===== config.mk =====
export PLATFORM = sky130hd
export DESIGN_NAME = antialiased_ring_corner_pixel
export DESIGN_NICKNAME = d
export VERILOG_FILES = /design/src/rtl/arcp_pkg.sv /design/src/rtl/arcp_isqrt.sv /design/src/rtl/antialiased_ring_corner_pixel.sv
export SDC_FILE = /design/constraint.sdc
export NUM_CORES = 2
export LEC_CHECK = 0
export ABC_CLOCK_PERIOD_IN_PS = 10970
export BUFFER_PORTS_ARGS = -buffer_cell sky130_fd_sc_hd__buf_2
export CORE_ASPECT_RATIO = 0.75
export CORE_MARGIN = 5
export CORE_UTILIZATION = 55
export CTS_BUF_LIST = sky130_fd_sc_hd__clkbuf_4 sky130_fd_sc_hd__clkbuf_8
export CTS_CLUSTER_DIAMETER = 150
export DETAILED_ROUTE_END_ITERATION = 8
export GPL_TIMING_DRIVEN = 0
export PLACE_DENSITY_LB_ADDON = 0.15
export SETUP_SLACK_MARGIN = 0.1
export SKIP_CTS_REPAIR_TIMING = 1
export SLEW_MARGIN = 20
export SYNTH_ARGS = -nofsm -noshare
export SYNTH_HDL_FRONTEND = slang
export SYNTH_HIERARCHICAL = 1
export SYNTH_SLANG_ARGS = --single-unit

===== constraint.sdc =====
create_clock -name clk -period 10.97 [get_ports clk]
set_input_delay 0 -clock clk [delete_from_list [all_inputs] [get_ports clk]]
set_output_delay 0 -clock clk [all_outputs]
set_load 0.01 [all_outputs]

===== src/rtl/arcp_pkg.sv =====
package arcp_pkg;

  localparam int FRAC_BITS_DEF = 8;
  localparam int MAX_RADIUS    = 64;
  localparam int SQRT_STEPS    = 4;   // root bits resolved per square-root stage

  localparam int POS_W    = 7;
  localparam int RADIUS_W = 7;
  localparam int STROKE_W = 6;
  localparam int CHAN_W   = 8;
  localparam int ADDR_W   = 5;
  localparam int DATA_W   = 32;

  typedef enum logic [2:0] {
    REG_RING_RADIUS = 3'd0,
    REG_RING_WIDTH  = 3'd1,
    REG_COLOR_RED   = 3'd2,
    REG_COLOR_GREEN = 3'd3,
    REG_COLOR_BLUE  = 3'd4,
    REG_COLOR_ALPHA = 3'd5
  } reg_idx_t;

endpackage


===== src/rtl/arcp_isqrt.sv =====
module arcp_isqrt import arcp_pkg::*; #(
  parameter int ROOT_W = FRAC_BITS_DEF + 8,
  parameter int STEPS  = SQRT_STEPS
) (
  input  logic                  clk,
  input  logic                  rst,
  input  logic                  in_valid,
  input  logic [2*ROOT_W-1:0]   radicand,
  output logic                  out_valid,
  output logic [ROOT_W-1:0]     root
);

  localparam int NST   = (ROOT_W + STEPS - 1) / STEPS;
  localparam int RAD_W = 2 * ROOT_W;
  localparam int REM_W = ROOT_W + 3;

  logic              vld_q  [0:NST];
  logic [RAD_W-1:0]  rad_q  [0:NST];
  logic [REM_W-1:0]  rem_q  [0:NST];
  logic [ROOT_W-1:0] root_q [0:NST];

  assign vld_q[0]  = in_valid;
  assign rad_q[0]  = radicand;
  assign rem_q[0]  = '0;
  assign root_q[0] = '0;

  for (genvar s = 0; s < NST; s++) begin : g_stage
    logic [RAD_W-1:0]  rad_next;
    logic [REM_W-1:0]  rem_next;
    logic [ROOT_W-1:0] root_next;

    // restoring digit recurrence, two radicand bits per root bit
    always_comb begin
      logic [REM_W-1:0] trial;
      rad_next  = rad_q[s];
      rem_next  = rem_q[s];
      root_next = root_q[s];
      trial     = '0;
      for (int k = 0; k < STEPS; k++) begin
        if (s * STEPS + k < ROOT_W) begin
          rem_next = {rem_next[REM_W-3:0], rad_next[RAD_W-1 -: 2]};
          rad_next = {rad_next[RAD_W-3:0], 2'b00};
          trial    = {1'b0, root_next, 2'b01};
          if (rem_next >= trial) begin
            rem_next  = rem_next - trial;
            root_next = {root_next[ROOT_W-2:0], 1'b1};
          end else begin
            root_next = {root_next[ROOT_W-2:0], 1'b0};
          end
        end
      end
    end

    always_ff @(posedge clk) begin
      if (rst) begin
        vld_q[s+1] <= 1'b0;
      end else begin
        vld_q[s+1] <= vld_q[s];
      end
      rad_q[s+1]  <= rad_next;
      rem_q[s+1]  <= rem_next;
      root_q[s+1] <= root_next;
    end
  end

  assign out_valid = vld_q[NST];
  assign root      = root_q[NST];

endmodule


===== src/rtl/antialiased_ring_corner_pixel.sv =====
// Anti-aliased ring pixel generator for a 2R x 2R tile.
// Input: pulse start with pos_x/pos_y; a transaction is taken on every cycle in
// which start is high and busy is low. busy is never raised: one pixel per clock.
// Output: done marks one cycle in which out_red/green/blue/alpha hold the
// premultiplied RGBA pixel; the receiver cannot stall, results come in input order.
// Pipeline from accept to done: abs/square, then the square root with one pipeline
// stage per four root bits, then distance-to-ring, coverage, alpha scale, channel
// scale and output register.
// Throughput: one pixel per cycle, sustained.
// Configuration: APB port, registers at byte addresses 0,4,..,20 (radius, stroke
// width, red, green, blue, alpha). Write only while no pixel is in flight.
// Reset: synchronous rst empties the pipeline (no done pulses) and loads the
// register defaults: radius 16, width 2, opaque white.
module antialiased_ring_corner_pixel import arcp_pkg::*; #(
  parameter int FRAC_BITS = FRAC_BITS_DEF
) (
  input  logic              clk,
  input  logic              rst,
  input  logic              start,
  output logic              busy,
  input  logic [POS_W-1:0]  pos_x,
  input  logic [POS_W-1:0]  pos_y,
  output logic              done,
  output logic [CHAN_W-1:0] out_red,
  output logic [CHAN_W-1:0] out_green,
  output logic [CHAN_W-1:0] out_blue,
  output logic [CHAN_W-1:0] out_alpha,
  input  logic              psel,
  input  logic              penable,
  input  logic              pwrite,
  input  logic [ADDR_W-1:0] paddr,
  input  logic [DATA_W-1:0] pwdata,
  output logic [DATA_W-1:0] prdata,
  output logic              pready
);

  localparam int ROOT_W = FRAC_BITS + 8;
  localparam int RAD_W  = 2 * ROOT_W;
  localparam int DM_W   = ROOT_W + 2;
  localparam int T_W    = DM_W + 1;
  localparam logic [8:0]     MAX_RADIUS_V = 9'(MAX_RADIUS);
  localparam logic [T_W-1:0] ONE_V  = T_W'(1) << FRAC_BITS;
  localparam logic [T_W-1:0] HALF_V = T_W'(1) << (FRAC_BITS - 1);

  // ---------------- configuration registers ----------------
  logic [RADIUS_W-1:0] ring_radius;
  logic [STROKE_W-1:0] ring_width;
  logic [CHAN_W-1:0]   color_red, color_green, color_blue, color_alpha;
  logic                wr_en;
  reg_idx_t            reg_idx;

  assign pready  = 1'b1;
  assign busy    = 1'b0;
  assign wr_en   = psel & penable & pwrite & pready;
  assign reg_idx = reg_idx_t'(paddr[ADDR_W-1:2]);

  always_ff @(posedge clk) begin
    if (rst) begin
      ring_radius <= RADIUS_W'(16);
      ring_width  <= STROKE_W'(2);
      color_red   <= '1;
      color_green <= '1;
      color_blue  <= '1;
      color_alpha <= '1;
    end else if (wr_en) begin
      unique case (reg_idx)
        REG_RING_RADIUS: ring_radius <= pwdata[RADIUS_W-1:0];
        REG_RING_WIDTH:  ring_width  <= pwdata[STROKE_W-1:0];
        REG_COLOR_RED:   color_red   <= pwdata[CHAN_W-1:0];
        REG_COLOR_GREEN: color_green <= pwdata[CHAN_W-1:0];
        REG_COLOR_BLUE:  color_blue  <= pwdata[CHAN_W-1:0];
        REG_COLOR_ALPHA: color_alpha <= pwdata[CHAN_W-1:0];
        default: ;
      endcase
    end
  end

  always_comb begin
    unique case (reg_idx)
      REG_RING_RADIUS: prdata = DATA_W'(ring_radius);
      REG_RING_WIDTH:  prdata = DATA_W'(ring_width);
      REG_COLOR_RED:   prdata = DATA_W'(color_red);
      REG_COLOR_GREEN: prdata = DATA_W'(color_green);
      REG_COLOR_BLUE:  prdata = DATA_W'(color_blue);
      REG_COLOR_ALPHA: prdata = DATA_W'(color_alpha);
      default:         prdata = '0;
    endcase
  end

  logic [RADIUS_W-1:0] r_sat;
  assign r_sat = ({2'b00, ring_radius} > MAX_RADIUS_V) ? MAX_RADIUS_V[RADIUS_W-1:0]
                                                       : ring_radius;

  // ---------------- stage 1: offsets in half pixels ----------------
  logic signed [9:0] dx2, dy2;
  logic [7:0]        adx_q, ady_q;
  logic              v1_q;

  assign dx2 = $signed({2'b00, pos_x, 1'b1}) - $signed({2'b00, r_sat, 1'b0});
  assign dy2 = $signed({2'b00, pos_y, 1'b1}) - $signed({2'b00, r_sat, 1'b0});

  always_ff @(posedge clk) begin
    if (rst) begin
      v1_q <= 1'b0;
    end else begin
      v1_q <= start & ~busy;
    end
    adx_q <= dx2[9] ? 8'(-dx2) : dx2[7:0];
    ady_q <= dy2[9] ? 8'(-dy2) : dy2[7:0];
  end

  // ---------------- stage 2: squared distance ----------------
  logic [15:0] sqx, sqy;
  logic [16:0] sq_q;
  logic        v2_q;

  assign sqx = 16'(adx_q) * 16'(adx_q);
  assign sqy = 16'(ady_q) * 16'(ady_q);

  always_ff @(posedge clk) begin
    if (rst) begin
      v2_q <= 1'b0;
    end else begin
      v2_q <= v1_q;
    end
    sq_q <= {1'b0, sqx} + {1'b0, sqy};
  end

  // ---------------- square root pipeline ----------------
  logic [RAD_W-1:0]  radicand;
  logic [ROOT_W-1:0] root_dist;
  logic              vs_q;

  assign radicand = RAD_W'({sq_q, {(2*FRAC_BITS-2){1'b0}}});

  arcp_isqrt #(
    .ROOT_W (ROOT_W),
    .STEPS  (SQRT_STEPS)
  ) u_isqrt (
    .clk       (clk),
    .rst       (rst),
    .in_valid  (v2_q),
    .radicand  (radicand),
    .out_valid (vs_q),
    .root      (root_dist)
  );

  // ---------------- P1: distance from ring mid-line ----------------
  logic [DM_W-1:0]        halfw, rone;
  logic signed [DM_W-1:0] dm;
  logic [DM_W-2:0]        dm_abs_q;
  logic                   p1_q;

  assign halfw = DM_W'({ring_width, {(FRAC_BITS-1){1'b0}}});
  assign rone  = DM_W'({r_sat, {FRAC_BITS{1'b0}}});
  assign dm    = $signed({2'b00, root_dist}) - $signed(rone) + $signed(halfw);

  always_ff @(posedge clk) begin
    if (rst) begin
      p1_q <= 1'b0;
    end else begin
      p1_q <= vs_q;
    end
    dm_abs_q <= dm[DM_W-1] ? (DM_W-1)'(-dm) : dm[DM_W-2:0];
  end

  // ---------------- P2: coverage 0..256 ----------------
  logic signed [T_W-1:0] t;
  logic [T_W-1:0]        t_clamp, covf_full;
  logic [FRAC_BITS+8:0]  cov_wide;
  logic [8:0]            cov_q;
  logic                  p2_q;

  assign t = $signed(T_W'(dm_abs_q)) - $signed(T_W'(halfw)) + $signed(HALF_V);

  always_comb begin
    priority if (t[T_W-1]) begin
      t_clamp = '0;
    end else if (t > $signed(ONE_V)) begin
      t_clamp = ONE_V;
    end else begin
      t_clamp = t;
    end
  end

  assign covf_full = ONE_V - t_clamp;
  assign cov_wide  = {covf_full[FRAC_BITS:0], 8'b0} >> FRAC_BITS;

  always_ff @(posedge clk) begin
    if (rst) begin
      p2_q <= 1'b0;
    end else begin
      p2_q <= p1_q;
    end
    cov_q <= cov_wide[8:0];
  end

  // ---------------- P3: coverage times opacity ----------------
  logic [15:0] ca_q;
  logic        p3_q;

  always_ff @(posedge clk) begin
    if (rst) begin
      p3_q <= 1'b0;
    end else begin
      p3_q <= p2_q;
    end
    ca_q <= 16'(cov_q) * 16'(color_alpha);
  end

  // ---------------- P4: channel products ----------------
  logic [23:0]       prod_r_q, prod_g_q, prod_b_q;
  logic [CHAN_W-1:0] alpha_q;
  logic              p4_q;

  always_ff @(posedge clk) begin
    if (rst) begin
      p4_q <= 1'b0;
    end else begin
      p4_q <= p3_q;
    end
    prod_r_q <= 24'(color_red) * 24'(ca_q);
    prod_g_q <= 24'(color_green) * 24'(ca_q);
    prod_b_q <= 24'(color_blue) * 24'(ca_q);
    alpha_q  <= ca_q[15:8];
  end

  // ---------------- P5: divide by 255*256, output register ----------------
  // floor(u/255) = (u + (u>>8) + 1) >> 8, exact while the quotient fits a byte
  function automatic logic [CHAN_W-1:0] div_65280(input logic [23:0] v);
    logic [16:0] s;
    s = 17'(v[23:8]) + 17'(v[23:16]) + 17'd1;
    return s[15:8];
  endfunction

  always_ff @(posedge clk) begin
    if (rst) begin
      done <= 1'b0;
    end else begin
      done <= p4_q;
    end
    out_red   <= div_65280(prod_r_q);
    out_green <= div_65280(prod_g_q);
    out_blue  <= div_65280(prod_b_q);
    out_alpha <= alpha_q;
  end

endmodule


-- After elaboration in Yosys (flattened, before gate mapping)
Cells that the tools add are included.
Widths: inputs -> output; s select.
- bitwise operators: 2
- $mul: 6
- multiplexer cells: 38
- $lt $le $gt $ge: 18
- $add $sub $neg: 32
- eq/ne operators: 5
- reduce and logical (&&, ||, !) cells: 7
- operators by type and width (cell ; count):
    $mux 17 ; 16
    $mul 8x16->24 ; 3
    $add 16x1->16 const B ; 3
    $add 16x8->16 ; 3
    $pmux 8 s6 ; 1
    $mul 8x8->16 ; 2
    $add 18x9->19 const B ; 1
    $ge 19x10->1 ; 1
    $ge 19x11->1 ; 1
    $ge 19x12->1 ; 1
    $ge 19x13->1 ; 1
    $ge 19x14->1 ; 1
    $ge 19x15->1 ; 1
    $ge 19x16->1 ; 1
    $ge 19x17->1 ; 1
    $ge 19x3->1 ; 1
    $ge 19x4->1 ; 1
    $ge 19x5->1 ; 1
    $ge 19x6->1 ; 1
    $ge 19x7->1 ; 1
    $ge 19x8->1 ; 1
    $ge 19x9->1 ; 1
    $gt 19x10->1 const B ; 1
    $add 17x14->18 ; 1
    35 further kinds ; 62
- logic and storage cells: 149
- input bits: 57
- register bits after elaboration: 346

-- Longest topological paths before layout
- depth after elaboration: 8
- gate-level depth with buffers: 50

-- By module
The synthesis kept the hierarchy.
- modules (own cells, without submodules) (module ; cells each ; instances ; area an instance (um^2) ; seq. area each (um^2)):
    antialiased_ring_corner_pixel ; 2741 ; 1 ; 25096.6 ; 4224.1
    arcp_isqrt ; 1694 ; 1 ; 13075.0 ; 2862.7

-- Least setup slack after synthesis
Ideal clock, no wire load.
- path kind: reg2reg
- start: register u_isqrt/root_q[35] (netlist name)
- end: register u_isqrt/rem_q[21] (netlist name)
- data required time: 10898 ps
- cell stages (with the launch flop): 48
- arrival: 9726 ps
- library setup time: 72 ps
- path slack: 1173 ps
- cells stage by stage: dfxtp_1 -> inv_1 -> ha_1 -> a211oi_1 -> a211oi_1 -> a21oi_1 -> nand2_1 -> inv_1 -> buf_1 -> o21ai_0 -> ha_1 -> a21o_1 -> a21o_1 -> a21o_1 -> o21ai_0 -> a21oi_1 -> nor4_1 -> nand3_1 -> (+12 left out) -> nand2b_1 -> clkbuf_1 -> clkbuf_1 -> nor2_1 -> a21oi_1 -> ha_1 -> clkbuf_1 -> o211a_1 -> o21a_1 -> nor2_1 -> o211a_1 -> o311a_1 -> a211oi_1 -> a2111oi_0 -> nand2_1 -> clkbuf_1 -> nand2_1 -> xor2_1
- word-level cells in the longest chain between the ends: 8
- elaborated cells on any way between the ends: 15
- RTL lines (element ; RTL line ; RTL):
    start, declared ; arcp_isqrt.sv:20 ; logic [ROOT_W-1:0] root_q [0:NST];
    start signal, assigned by index ; arcp_isqrt.sv:62 ; root_q[s+1] <= root_next;
    $sub 17x10->17 or $ge 19x10->1 (tied branches) ; arcp_isqrt.sv:45, arcp_isqrt.sv:44 ;
    $mux 17 or $mux 1 (tied branches) ; arcp_isqrt.sv:44 ; if (rem_next >= trial) begin
    $ge 19x11->1 * ; arcp_isqrt.sv:44 ;
    $mux 1 * ; arcp_isqrt.sv:44 ;
    net u_isqrt.g_stage[2].$5.trial[3] ; arcp_isqrt.sv:34 ; logic [REM_W-1:0] trial;
    $ge 19x12->1 * ; arcp_isqrt.sv:44 ;
    $mux 1 * ; arcp_isqrt.sv:44 ;
    net u_isqrt.g_stage[2].$5.trial[2] ; arcp_isqrt.sv:34 ;
    $sub 17x13->17 or $ge 19x13->1 (tied branches) ; arcp_isqrt.sv:45, arcp_isqrt.sv:44 ;
    $mux 17 * ; arcp_isqrt.sv:44 ;
    net u_isqrt.g_stage[2].rem_next[2] ; arcp_isqrt.sv:29 ; logic [REM_W-1:0] rem_next;
    end signal, assigned by index ; arcp_isqrt.sv:61 ; rem_q[s+1] <= rem_next;
    end, declared ; arcp_isqrt.sv:19 ; logic [REM_W-1:0] rem_q [0:NST];
Mark *: on every way through the listed nets, which the timed path passes. The rest lies on a longest branch.
A chain may end at the register's enable or synchronous reset.

-- Worst setup path after layout
- start: register u_isqrt/root_q[39] (netlist name)
- end: register u_isqrt/rem_q[21] (netlist name)
Same word-level chain as after synthesis.

==> qor.yml <==
status: "finished with violations"
violations: "negative hold slack"
cts_tree: "built"
drt-vias-per-instance: 5.54
critPathMaxFanout: 12
core_um2: 68600
hold_start: "pos_x[4]"
setup.worst_path.start_class: "flop"
clock_sinks: 354
final.setup_skew_ns: 0.0447
post-route-period-util_pct: 93.9
port_buffers: 70
worst_slew_pin_slew_ns: 1.05
gr-total-overflow: 0
cts_max_path_buffers: 3
drc: 0
place_congestion: 0.941
drtIter0Drc: 2595
drt_pass1_iterations: 6
finish.utilization_pct: 60.6
synthMostInstantiatedCell: "inv_1"
seq_area_frac_synth_pct: 18.6
synth_top_family_by_area: "adder cells"
cap_violations: 0
final_cell_area_um2: 41600
ios: 124
regArea_um2: 7090
grt_max_degree: 15
synthXorXnorAreaFrac_pct: 6.72
postSynthCellCount: 4435
dpl.hpwl_um: 79900
holdPathEnd: "adx_q[5]"
numCtsBuffers: 59
synth_adder_area_share_pct: 33.2
finalHoldViolCount: 1
worstPathArrival_ns: 10.92
stdcell_count: 5615
slowest_stage: "o311a_1"
yosysTopAreaCell: "fa_1"
die_area_um2: 74800
synth-seq-cells: 354
fin_crit_ns: 10.30
ff2ff_path_depth: 48
r2r_setup_slack_ns: 0.67
grt_pass1_vias: 29904
fmax_mhz: 97.0
clockRootBuffer: "clkbuf_8"
cts_max_level: 2
crit_type: "flop to flop"
relSlewSlack_pct: 27.9
clk_pin_slew_ns: 0.06
post_dp_cell_area_um2: 39900
grtUsageTotal_pct: 26.4
timing.rr.end: "u_isqrt/rem_q[21]"
synth_compound_area_share_pct: 13.6
synth_top_area_share_pct: 19.4
setup_viol: 0
synth_cell_type_count: 97
slowest_delay_ns: 0.51
yosys.area_share.simple_pct: 18.8
async_flop_share_pct: 0
wl_um: 99000
grt_pass1_wl_um: 160000
drive_gt1_share_pct: 6.86
initial_core_util_pct: 55.6
vias: 31091
yosysWarnings: 6
synth-edff-count: 0
ys_top_cells_by_area: "fa_1, dfxtp_1, ha_1, inv_1, xnor2_1"
worstPathRequired_ns: 11.59
worstSkewPairLatency_ns: 0.70
holdPathStages: 4
core.rowCount: 83
antenna_found_initial: 4
synth_mux_area_share_pct: 1.74
dominantRegCellSynth: "dfxtp_1"
whs_ns: -0.0128
fillers: 6137
chipWidth_um: 314
multiInputGateArea_um2: 28500
avgSynthCellArea_um2: 8.61
syn_area_um2: 38200
antenna_left: 0
worstSetupEndpointType: "flop"
chipHeight_um: 238
wire_per_inst_um: 17.6
slew_viol_final: 0
layout.nets: 5483
synth_common_cells: "inv_1, nand2_1, ha_1"
r2r-start: "u_isqrt/root_q[39]"
placedCellCount: 5482
hp-class: "input port to flop"
area_growth_pct: 8.94
## flip-flops by register name, summed over array words and instances (netlist names), 8 cells and up
signal / flops
out_green: 8
ca_q: 16
color_alpha: 8
out_red: 8
prod_b_q: 16
u_isqrt/rem_q: 51
prod_g_q: 16
out_alpha: 8
dm_abs_q: 17
color_blue: 8
out_blue: 8
cov_q: 9
sq_q: 15
u_isqrt/root: 16
prod_r_q: 16
alpha_q: 8
color_red: 8
color_green: 8
u_isqrt/rad_q: 24
u_isqrt/g_stage.rad_next: 24
u_isqrt/root_q: 24
## cell families after synthesis
kind of cell	Yosys count
DFF	354
buffers and inverters	716
and+or+nand+nor	1436
muxes	63
other	3
AOI/OAI and AO/OA	780
adders and majority gates	790
xor gates and xnor gates	293
## per-layer routing
metal  vias to the layer above  GRT usage (%)  share of wire [%]
met1                     14719           41.0                 49
li1                      15143              -                  -
met4                         6           5.59                2.1
met3                       140           6.87                9.5
met2                      1083           36.7                 39
met5                         -              0              0.035
## critical path: cells and delay by family (launching register included)
kind	cells	cell delay, ns
xor+xnor	1	0.14
fa+ha+maj	4	1.39
simple gates	21	3.26
buf+inv	10	2.28
flops	1	0.33
compound gates	12	2.84
## cells in the final DEF, fill, tap and decap left out, drive strengths merged, types with 14 or more instances in the layout
cell type | netlist | final
dlygate4sd3 | 0 | 23
nor2 | 256 | 256
a211oi | 23 | 23
buf | 36 | 109
mux2 | 24 | 24
conb | 3 | 45
o21a | 41 | 41
nor4 | 24 | 24
nor3 | 72 | 72
fa | 370 | 370
o21bai | 31 | 31
a31oi | 24 | 24
nand4 | 35 | 35
a21o | 71 | 71
nor2b | 82 | 82
clkbuf | 126 | 218
a211o | 43 | 43
o21ai | 142 | 142
xor2 | 88 | 88
o31ai | 21 | 21
or3 | 33 | 33
and3 | 29 | 29
or4 | 15 | 15
o211ai | 17 | 17
nor3b | 16 | 16
xnor2 | 205 | 205
inv | 552 | 552
nand2 | 462 | 462
a21oi | 223 | 223
mux2i | 39 | 39
dfxtp | 354 | 354
a21boi | 14 | 14
nand2b | 41 | 41
and2 | 229 | 229
or2 | 26 | 26
ha | 420 | 420
nand3 | 77 | 77
## worst max path at each step
stage	start	endpoint	slack, ns
after global placement	u_isqrt/root_q[35]	u_isqrt/rem_q[24]	-1.78
final	u_isqrt/root_q[39]	u_isqrt/rem_q[21]	0.67
after CTS	u_isqrt/root_q[35]	u_isqrt/rem_q[23]	-1.41
after detailed placement	u_isqrt/root_q[35]	u_isqrt/rem_q[23]	-1.35
after floorplan	u_isqrt/root_q[35]	u_isqrt/rem_q[21]	1.17
after global routing	u_isqrt/root_q[35]	u_isqrt/rem_q[24]	-0.05
## stage by stage
step           setup TNS [ns]  setup WS [ns]
3_5_place_dp           -21.37          -1.35
5_1_grt                -0.156        -0.0483
2_1_floorplan               0           1.17
4_1_cts                -22.36          -1.41
3_3_place_gp           -28.89          -1.78
6_report                    0          0.665
## layout make-up
type | count | share of cell area [%]
well taps | 935 | 2.81
inverters | 554 | 5.00
multi-input cells | 3407 | 68.6
plain buffers | 161 | 1.80
clock inverters | 13 | 0.475
repair buffers | 99 | 1.50
clock buffers | 90 | 2.72
diodes | 2 | 0.0120
flip-flops and latches | 354 | 17.0
Power is not shown: default switching activity piles up to over one toggle a cycle in this logic, so the estimate is an artifact.
